**src/sv/cav_pkg.sv**
```systemverilog
// Shared types and constants of the cave automaton row step block.
// No dependencies; used by the interfaces and all modules.
package cav_pkg;

	localparam int ROW_W      = 64;
	localparam int THR_W      = 4;
	localparam int CNT_W      = 4;
	localparam int LEN_W      = 7;
	localparam int CFG_IDX_W  = 2;
	localparam int CFG_DATA_W = 7;

	localparam logic [THR_W-1:0] SURVIVE_MIN_RST = THR_W'(4);
	localparam logic [THR_W-1:0] BIRTH_MIN_RST   = THR_W'(5);
	localparam logic [LEN_W-1:0] ROW_LEN_RST     = LEN_W'(50);

	typedef enum logic [CFG_IDX_W-1:0] {
		CFG_SURVIVE_MIN = 2'd0,
		CFG_BIRTH_MIN   = 2'd1,
		CFG_ROW_LEN     = 2'd2
	} cfg_idx_t;

	// Bits one cell hands to its neighbors (off-grid columns read as alive)
	typedef struct packed {
		logic above;
		logic held;
		logic row;
	} cav_nbr_t;

	// Row-wide control shared by all cells
	typedef struct packed {
		logic load;
		logic fin;
		logic have_held;
	} cav_ctrl_t;

	// One result beat
	typedef struct packed {
		logic [ROW_W-1:0] next_row;
		logic             last;
	} res_beat_t;

endpackage

```
**src/sv/cav_row_if.sv**
```systemverilog
// Input row channel: valid/ready plus one grid row.
// Depends on cav_pkg.
interface cav_row_if;
	logic                      valid;
	logic                      ready;
	logic [cav_pkg::ROW_W-1:0] row_cells;
	logic                      final_row;

	modport source (output valid, output row_cells, output final_row, input ready);
	modport sink (input valid, input row_cells, input final_row, output ready);
endinterface

```
**src/sv/cav_res_if.sv**
```systemverilog
// Result channel: valid/ready plus one next-generation row.
// Depends on cav_pkg.
interface cav_res_if;
	logic                      valid;
	logic                      ready;
	logic [cav_pkg::ROW_W-1:0] next_row;
	logic                      last;

	modport source (output valid, output next_row, output last, input ready);
	modport sink (input valid, input next_row, input last, output ready);
endinterface

```
**src/sv/cav_cfg_if.sv**
```systemverilog
// Configuration write channel: valid/ready, register index and data.
// Depends on cav_pkg.
interface cav_cfg_if;
	logic                           valid;
	logic                           ready;
	logic [cav_pkg::CFG_IDX_W-1:0]  index;
	logic [cav_pkg::CFG_DATA_W-1:0] data;

	modport source (output valid, output index, output data, input ready);
	modport sink (input valid, input index, input data, output ready);
endinterface

```
**src/sv/cav_cell.sv**
```systemverilog
// One column cell: holds the above and held bits of its column and
// computes both candidate next-state bits from its neighbors. Depends on cav_pkg.
module cav_cell (
	input  logic                      clk,
	input  logic                      arst_n,
	input  cav_pkg::cav_ctrl_t        ctrl,
	input  logic [cav_pkg::THR_W-1:0] survive_min,
	input  logic [cav_pkg::THR_W-1:0] birth_min,
	input  logic                      in_use,
	input  logic                      row_bit,
	input  cav_pkg::cav_nbr_t         left,
	input  cav_pkg::cav_nbr_t         right,
	output cav_pkg::cav_nbr_t         mine,
	output logic                      mid_bit,
	output logic                      fin_bit
);
	import cav_pkg::*;

	logic             above_q;
	logic             held_q;
	logic [CNT_W-1:0] mid_cnt;
	logic [CNT_W-1:0] fin_cnt;
	logic             up_l;
	logic             up_c;
	logic             up_r;

	// Export effective bits; a column off the grid reads as alive
	assign mine.above = in_use ? above_q : 1'b1;
	assign mine.held  = in_use ? held_q  : 1'b1;
	assign mine.row   = in_use ? row_bit : 1'b1;

	// Held row with the row above and the incoming row below
	assign mid_cnt = CNT_W'(left.above) + CNT_W'(above_q) + CNT_W'(right.above)
		+ CNT_W'(left.held) + CNT_W'(right.held)
		+ CNT_W'(left.row) + CNT_W'(row_bit) + CNT_W'(right.row);

	// Incoming final row with border below; above is the held row if any
	assign up_l = ctrl.have_held ? left.held  : left.above;
	assign up_c = ctrl.have_held ? held_q     : above_q;
	assign up_r = ctrl.have_held ? right.held : right.above;
	assign fin_cnt = CNT_W'(up_l) + CNT_W'(up_c) + CNT_W'(up_r)
		+ CNT_W'(left.row) + CNT_W'(right.row) + CNT_W'(3);

	// Apply survive and birth rules, drop columns off the grid
	always_comb begin
		mid_bit = in_use & (held_q  ? (mid_cnt >= survive_min) : (mid_cnt >= birth_min));
		fin_bit = in_use & (row_bit ? (fin_cnt >= survive_min) : (fin_cnt >= birth_min));
	end

	// Advance the column state on each accepted row
	always_ff @(posedge clk or negedge arst_n) begin
		if (!arst_n) begin
			above_q <= 1'b1;
			held_q  <= 1'b0;
		end else if (ctrl.load) begin
			if (ctrl.fin) begin
				above_q <= 1'b1;
				held_q  <= 1'b0;
			end else begin
				if (ctrl.have_held) begin
					above_q <= held_q;
				end
				held_q <= row_bit;
			end
		end
	end

endmodule

```
**src/sv/cav_outq.sv**
```systemverilog
// Four-entry result queue taking up to two beats per cycle.
// Depends on cav_pkg.
module cav_outq (
	input  logic               clk,
	input  logic               arst_n,
	input  logic [1:0]         push_n,
	input  cav_pkg::res_beat_t d0,
	input  cav_pkg::res_beat_t d1,
	output logic               has_room,
	output logic               out_valid,
	input  logic               out_ready,
	output cav_pkg::res_beat_t out_data
);
	import cav_pkg::*;

	res_beat_t  ent_q [4];
	logic [1:0] wr_ptr_q;
	logic [1:0] rd_ptr_q;
	logic [2:0] cnt_q;
	logic       pop;

	assign has_room  = (cnt_q <= 3'd2);
	assign out_valid = (cnt_q != 3'd0);
	assign out_data  = ent_q[rd_ptr_q];
	assign pop       = out_valid && out_ready;

	// Store pushed beats in order
	always_ff @(posedge clk) begin
		if (push_n != 2'd0) begin
			ent_q[wr_ptr_q] <= d0;
		end
		if (push_n == 2'd2) begin
			ent_q[wr_ptr_q + 2'd1] <= d1;
		end
	end

	// Advance pointers and fill count
	always_ff @(posedge clk or negedge arst_n) begin
		if (!arst_n) begin
			wr_ptr_q <= '0;
			rd_ptr_q <= '0;
			cnt_q    <= '0;
		end else begin
			wr_ptr_q <= wr_ptr_q + push_n;
			rd_ptr_q <= rd_ptr_q + 2'(pop);
			cnt_q    <= cnt_q + 3'(push_n) - 3'(pop);
		end
	end

endmodule

```
**src/sv/cave_automaton_row_step_top.sv**
```systemverilog
// Cave automaton row step: one generation of a 3x3 binary automaton,
// streamed one row per beat, first row first.
//
// Channels: row (sink) takes row_cells and final_row; res (source) gives
// next_row and last; cfg (sink) writes survive_min (0), birth_min (1) and
// row_len (2). cfg.ready is always high; writes to other indexes are dropped.
// Each row after the first yields the result of the row before it; a final
// row yields its own result too, with last set, and the grid restarts.
// Throughput: one row per cycle while the queue has room. Every column is a
// cell that keeps both buffered rows and computes its bit from its neighbors
// in the same cycle. With the queue empty, res.valid rises in the cycle after
// the beat that causes it; a second beat follows once the first is taken.
// A final row after a held row pushes two beats; a four-entry result
// queue keeps row.ready high while it holds two beats or fewer, so a
// receiver taking one beat per cycle sees no input stall.
// Stalls: when res.ready is low, results wait in the queue and row.ready
// drops once more than two beats are waiting.
// Reset: registers return to 4, 5 and 50, no row is held, queue empty.
module cave_automaton_row_step_top #(
	parameter int MAX_ROW_LEN = 64
) (
	input  logic      clk,
	input  logic      arst_n,
	cav_row_if.sink   row,
	cav_res_if.source res,
	cav_cfg_if.sink   cfg
);
	import cav_pkg::*;

	logic [THR_W-1:0] survive_min_q;
	logic [THR_W-1:0] birth_min_q;
	logic [LEN_W-1:0] row_len_q;
	logic             have_held_q;
	cav_ctrl_t        ctrl;
	logic [ROW_W-1:0] mid_row;
	logic [ROW_W-1:0] fin_row;
	cav_nbr_t         nbr [MAX_ROW_LEN+2];
	res_beat_t        beat0;
	res_beat_t        beat1;
	res_beat_t        head;
	logic [1:0]       push_n;
	logic             has_room;

	// Configuration writes
	assign cfg.ready = 1'b1;

	always_ff @(posedge clk or negedge arst_n) begin
		if (!arst_n) begin
			survive_min_q <= SURVIVE_MIN_RST;
			birth_min_q   <= BIRTH_MIN_RST;
			row_len_q     <= ROW_LEN_RST;
		end else if (cfg.valid) begin
			unique case (cfg.index)
				CFG_SURVIVE_MIN: survive_min_q <= cfg.data[THR_W-1:0];
				CFG_BIRTH_MIN:   birth_min_q   <= cfg.data[THR_W-1:0];
				CFG_ROW_LEN:     row_len_q     <= cfg.data[LEN_W-1:0];
				default: begin
				end
			endcase
		end
	end

	// Row-wide control
	assign row.ready      = has_room;
	assign ctrl.load      = row.valid && has_room;
	assign ctrl.fin       = row.final_row;
	assign ctrl.have_held = have_held_q;

	always_ff @(posedge clk or negedge arst_n) begin
		if (!arst_n) begin
			have_held_q <= 1'b0;
		end else if (ctrl.load) begin
			have_held_q <= !row.final_row;
		end
	end

	// Border cells on both ends read as alive
	assign nbr[0]             = '1;
	assign nbr[MAX_ROW_LEN+1] = '1;

	// Chain of column cells
	for (genvar c = 0; c < MAX_ROW_LEN; c++) begin : g_cell
		logic in_use;
		assign in_use = (c == 0) || (LEN_W'(c) < row_len_q);

		cav_cell u_cell (
			.clk         (clk),
			.arst_n      (arst_n),
			.ctrl        (ctrl),
			.survive_min (survive_min_q),
			.birth_min   (birth_min_q),
			.in_use      (in_use),
			.row_bit     (row.row_cells[c]),
			.left        (nbr[c]),
			.right       (nbr[c+2]),
			.mine        (nbr[c+1]),
			.mid_bit     (mid_row[c]),
			.fin_bit     (fin_row[c])
		);
	end

	// Columns beyond the cell chain stay zero
	if (MAX_ROW_LEN < ROW_W) begin : g_pad
		assign mid_row[ROW_W-1:MAX_ROW_LEN] = '0;
		assign fin_row[ROW_W-1:MAX_ROW_LEN] = '0;
	end

	// Order the beats this row causes
	always_comb begin
		beat1.next_row = fin_row;
		beat1.last     = 1'b1;
		if (have_held_q) begin
			beat0.next_row = mid_row;
			beat0.last     = 1'b0;
		end else begin
			beat0 = beat1;
		end
		push_n = ctrl.load ? (2'(have_held_q) + 2'(row.final_row)) : 2'd0;
	end

	cav_outq u_outq (
		.clk       (clk),
		.arst_n    (arst_n),
		.push_n    (push_n),
		.d0        (beat0),
		.d1        (beat1),
		.has_room  (has_room),
		.out_valid (res.valid),
		.out_ready (res.ready),
		.out_data  (head)
	);

	assign res.next_row = head.next_row;
	assign res.last     = head.last;

endmodule

```
**src/flat_wrapper.sv**
```systemverilog
// flat-port wrapper written by rule: the top's interface ports become plain ports
module cave_automaton_row_step_top_flat import cav_pkg::*;
#(
	parameter int MAX_ROW_LEN = 64
)
  (clk, arst_n, row_valid, row_row_cells, row_final_row, row_ready, res_valid, res_next_row, res_last, res_ready, cfg_valid, cfg_index, cfg_data, cfg_ready);
  cav_row_if row_i ();
  cav_res_if res_i ();
  cav_cfg_if cfg_i ();
  input  logic clk;
  input  logic arst_n;
  input wire logic [$bits(row_i.valid)-1:0] row_valid;
  input wire logic [$bits(row_i.row_cells)-1:0] row_row_cells;
  input wire logic [$bits(row_i.final_row)-1:0] row_final_row;
  output wire logic [$bits(row_i.ready)-1:0] row_ready;
  output wire logic [$bits(res_i.valid)-1:0] res_valid;
  output wire logic [$bits(res_i.next_row)-1:0] res_next_row;
  output wire logic [$bits(res_i.last)-1:0] res_last;
  input wire logic [$bits(res_i.ready)-1:0] res_ready;
  input wire logic [$bits(cfg_i.valid)-1:0] cfg_valid;
  input wire logic [$bits(cfg_i.index)-1:0] cfg_index;
  input wire logic [$bits(cfg_i.data)-1:0] cfg_data;
  output wire logic [$bits(cfg_i.ready)-1:0] cfg_ready;
  assign row_i.valid = row_valid;
  assign row_i.row_cells = row_row_cells;
  assign row_i.final_row = row_final_row;
  assign row_ready = row_i.ready;
  assign res_valid = res_i.valid;
  assign res_next_row = res_i.next_row;
  assign res_last = res_i.last;
  assign res_i.ready = res_ready;
  assign cfg_i.valid = cfg_valid;
  assign cfg_i.index = cfg_index;
  assign cfg_i.data = cfg_data;
  assign cfg_ready = cfg_i.ready;
  cave_automaton_row_step_top #(.MAX_ROW_LEN(MAX_ROW_LEN)) u_core (.clk(clk), .arst_n(arst_n), .row(row_i), .res(res_i), .cfg(cfg_i));
endmodule
```
**config.mk**
```make
export PLATFORM = sky130hd
export DESIGN_NAME = cave_automaton_row_step_top_flat
export DESIGN_NICKNAME = d
export VERILOG_FILES = /design/src/sv/cav_pkg.sv /design/src/sv/cav_row_if.sv /design/src/sv/cav_res_if.sv /design/src/sv/cav_cfg_if.sv /design/src/sv/cav_cell.sv /design/src/sv/cav_outq.sv /design/src/sv/cave_automaton_row_step_top.sv /design/src/flat_wrapper.sv
export SDC_FILE = /design/constraint.sdc
export NUM_CORES = 2
export LEC_CHECK = 0
export ABC_AREA = 1
export BUFFER_PORTS_ARGS = -buffer_cell sky130_fd_sc_hd__buf_2
export CAP_MARGIN = 20
export CORE_MARGIN = 2
export CORE_UTILIZATION = 60
export CTS_BUF_LIST = sky130_fd_sc_hd__clkbuf_4
export CTS_CLUSTER_SIZE = 30
export DETAILED_ROUTE_END_ITERATION = 8
export MAX_ROUTING_LAYER = met4
export PLACE_DENSITY_LB_ADDON = 0.12
export SYNTH_ARGS = -nofsm -noshare
export SYNTH_HDL_FRONTEND = slang
export SYNTH_SLANG_ARGS = --single-unit
```
**constraint.sdc**
```tcl
create_clock -name clk -period 5.5 [get_ports clk]
set_input_delay 0 -clock clk [delete_from_list [all_inputs] [get_ports clk]]
set_output_delay 0 -clock clk [all_outputs]
set_load 0.1 [all_outputs]
```
==> metrics.yaml <==
drt:
  drt_first_pass_iters: 6
  drtIter0Drc: 4718
  finalWirelength_mm: 200
  vias_per_cell: 5.58
  number_of_drc_violations_after_detailed_routing: 0
  antenna_left: 0
  vias: 58200
  wl_per_cell_um: 19.2
clocking:
  cts_root_buffer: "clkbuf_4"
  clock_path_buffers: 3
  cts_sinks: 411
  insertion_delay_ns: 1.11
  cts-htree-levels: 4
  clock_input_transition_at_the_sequential_cells_of_the_worst_setup_and_hold_paths_ns: 0.07
  tritoncts: "built"
  cts_buffers: 133
global_routing:
  grt_antenna_before_repair: 15
  grt_pass1_wl_mm: 314
  grt_pass1_vias: 57800
  grt_start_max_net_pins: 83
  gr-total-overflow: 0
  grt_util_all_layers: 0.375
cells_and_area:
  layout.cells.most_common: "nand2_1"
  final_cell_mix: "2404 x nand2_1, 1614 x inv_1, 1478 x ha_1, 579 x nor2_1, 377 x fa_1"
  final_net_count: 10800
  stdcell_area_sq_um: 71700
  post_route_cells_drive_above_1_share: 0.0756
  area.growth.synth_to_final_pct: 11.3
critical_path:
  worstSetupStartpointType: "flip-flop"
  critical_path.reg2reg.startpoint: "u_core.row_len_q[1]"
  arrival_ns: 6.17
  cp_data_required_time_ns: 6.35
  r2r.worst_path.cells: 21
  maximum_fanout_count_along_the_critical_path: 7
  crit-reg2reg-capture: "u_core.u_outq.ent_q[0][62]"
  timing_worst_setup_path_type: "flip-flop to flip-flop"
  ff2ff_setup_slack_ns: 0.18
  endpoint_kind: "flip-flop"
place:
  globalplace.congestion: 0.973
  detailed_place_hpwl_mm: 144
  io_buffers: 145
  post_dp_cell_area_sq_um: 67400
sta:
  rsz_0062_raised_after_global_routing: "yes"
  fin_worst_skew_ns: 0.0635
  relSlewSlack: 0.231
  post-route-period-util: 0.967
  tightestPinTransition_ns: 1.15
  final_max_slew_viol_count: 0
  hold_viol: 0
  maxClockFrequency_mhz: 188
  final-setup-viol-count: 0
  final.min_clock_period_ns: 5.32
die:
  ios: 147
  die_w_um: 332
  fp.dieH_um: 332
  standard_cell_core_area_sq_um: 107000
  fp.dieArea_sq_um: 110000
  placement_rows: 120
  floorplan.initialDensity: 0.604
hold_path:
  hold_wc_path_type: "input port to async pin"
synth:
  ys_ff_latch: 411
  syn_inst: 8444
  yosys_warnings: 0
  synth-seq-area-share: 0.181
  syn-mean-instance-area_sq_um: 7.63
  synthesis.nets: 10400
  netlist-cell-type-count: 43
  syn-cell-area_sq_um: 64400
run_status:
  outcome: "finished, final reports clean"
job:
  maxCapViolCount: 0
==> sequential cells by signal, summed over array words and instances, names as in the netlist <==
| register | cells |
|---|---|
| u_core.u_outq.ent_q | 260 |
| u_core.g_cell.u_cell.above_q | 64 |
| u_core.g_cell.u_cell.held_q | 64 |
| u_core.row_len_q | 7 |
| u_core.birth_min_q | 4 |
| u_core.survive_min_q | 4 |
| u_core.u_outq.cnt_q | 3 |
| u_core.u_outq.rd_ptr_q | 2 |
| u_core.u_outq.wr_ptr_q | 2 |
| u_core.have_held_q | 1 |
==> metrics by stage <==
stage / instances / util / TNS, ns / hold slack (ns) / worst slack [ns]
global placement: 9961 / 0.631 / 0 / 0.0527 / 0.105
detailed placement: 9961 / 0.631 / 0 / 0.0600 / 0.0252
global route: 10400 / 0.671 / -0.117 / 0.0927 / -0.0144
finish: 10400 / 0.671 / 0 / 0.126 / 0.184
floorplan: 8444 / - / 0 / -0.296 / 0.629
CTS: 10400 / 0.668 / 0 / 0.0511 / 0.0242
==> Yosys cell counts <==
cell	n	area [sq um]
nand2_1	2425	9100
inv_1	1622	6090
ha_1	1478	18500
nor2_1	605	2270
fa_1	377	7550
o21ai_0	351	1760
edfxtp_1	256	7690
a21oi_1	168	841
nand3_1	152	761
o22ai_1	117	732
xor2_1	90	788
a211oi_1	88	661
dfrtp_1	81	2030
clkbuf_1	80	300
dfstp_2	70	1840
nand4_1	68	425
a21boi_0	66	495
o21bai_1	65	488
a22o_1	64	561
xnor2_1	41	359
buf_4	39	293
buf_2	34	170
a22oi_1	17	128
inv_2	16	60.1
o21ai_1	16	80.1
buf_1	11	41.3
nand2_2	8	50.1
nor3_2	8	80.1
and3_1	4	25.0
dfxtp_1	4	80.1
nor2_2	4	25.0
o21ai_2	4	35.0
a2bb2oi_1	3	26.3
a21oi_2	2	17.5
nor2_4	2	22.5
clkinv_1	1	3.75
clkinv_2	1	5.00
conb_1	1	3.75
nand2_4	1	11.3
nand3_2	1	10.0
nand3b_1	1	7.51
nor2_8	1	20.0
nor3b_1	1	7.51
==> critical path: stages (launching register included) <==
cell,delay (ns)
dfstp_2,0.63
nand2_2,0.18
nand2_4,0.20
inv_1,0.10
nand2_1,0.20
nand2_1,0.26
nor2_1,0.19
inv_1,0.11
fa_1,0.57
fa_1,0.45
fa_1,0.46
ha_1,0.22
fa_1,0.39
xor2_1,0.27
ha_1,0.28
nand2_1,0.05
o21bai_1,0.10
nand2_1,0.08
nand3b_1,0.09
nand2_1,0.13
nand2_1,0.09
nand2_1,0.05
==> worst max-delay path by stage <==
stage	from	to	slack, ns	depth (start not counted)
2_1_floorplan	u_core.row_len_q[5]	u_core.u_outq.ent_q[1][42]	0.63	25
3_3_place_gp	u_core.row_len_q[5]	u_core.u_outq.ent_q[3][35]	0.11	21
3_5_place_dp	u_core.row_len_q[5]	u_core.u_outq.ent_q[3][37]	0.03	22
4_1_cts	u_core.row_len_q[5]	u_core.u_outq.ent_q[3][37]	0.02	22
5_1_grt	u_core.row_len_q[6]	u_core.u_outq.ent_q[2][8]	-0.01	23
6_report	u_core.row_len_q[1]	u_core.u_outq.ent_q[0][62]	0.18	21
==> area by class of cell <==
| class | instances | area [sq um] |
|---|---|---|
| Clock inverter | 67 | 541 |
| Sequential cell | 411 | 11700 |
| Timing Repair Buffer | 492 | 3990 |
| Antenna cell | 14 | 35.0 |
| Multi-Input combinational cell | 6229 | 46200 |
| Clock buffer | 178 | 1340 |
| Inverter | 1640 | 6200 |
| Tap cell | 1403 | 1760 |
| Fill cell | 9086 | 35100 |
==> what timing repair did <==
item	CTS	global route
hold buffers	207	0
hold endpoints to repair	548	0
endpoints found under the setup margin	0	159
buffers inserted	0	7
gates resized for setup	0	74
==> kinds of logic (layout without fill, tap and decap cells) <==
| kind of cell | Yosys count | in the layout | synth area share |
|---|---|---|---|
| AOI/OAI and AO/OA | 961 | 961 | 0.0903 |
| buffers and inverters | 1804 | 2377 | 0.108 |
| adders and majority gates | 1855 | 1855 | 0.404 |
| xor gates and xnor gates | 131 | 131 | 0.0178 |
| and+or+nand+nor | 3281 | 3281 | 0.199 |
| DFF | 411 | 411 | 0.181 |
| other | 1 | 15 | 0.0000582 |
==> layer usage <==
layer  vias to the layer above  part of all wire  track usage
met2                      2502              0.46        0.600
li1                      27900                 -            -
met5                         -                 0            -
met1                     27200              0.40        0.470
met4                         0             0.040        0.147
met3                       522             0.098       0.0694
Power is not shown: default switching activity piles up to over one toggle a cycle in this logic, so the estimate is an artifact.
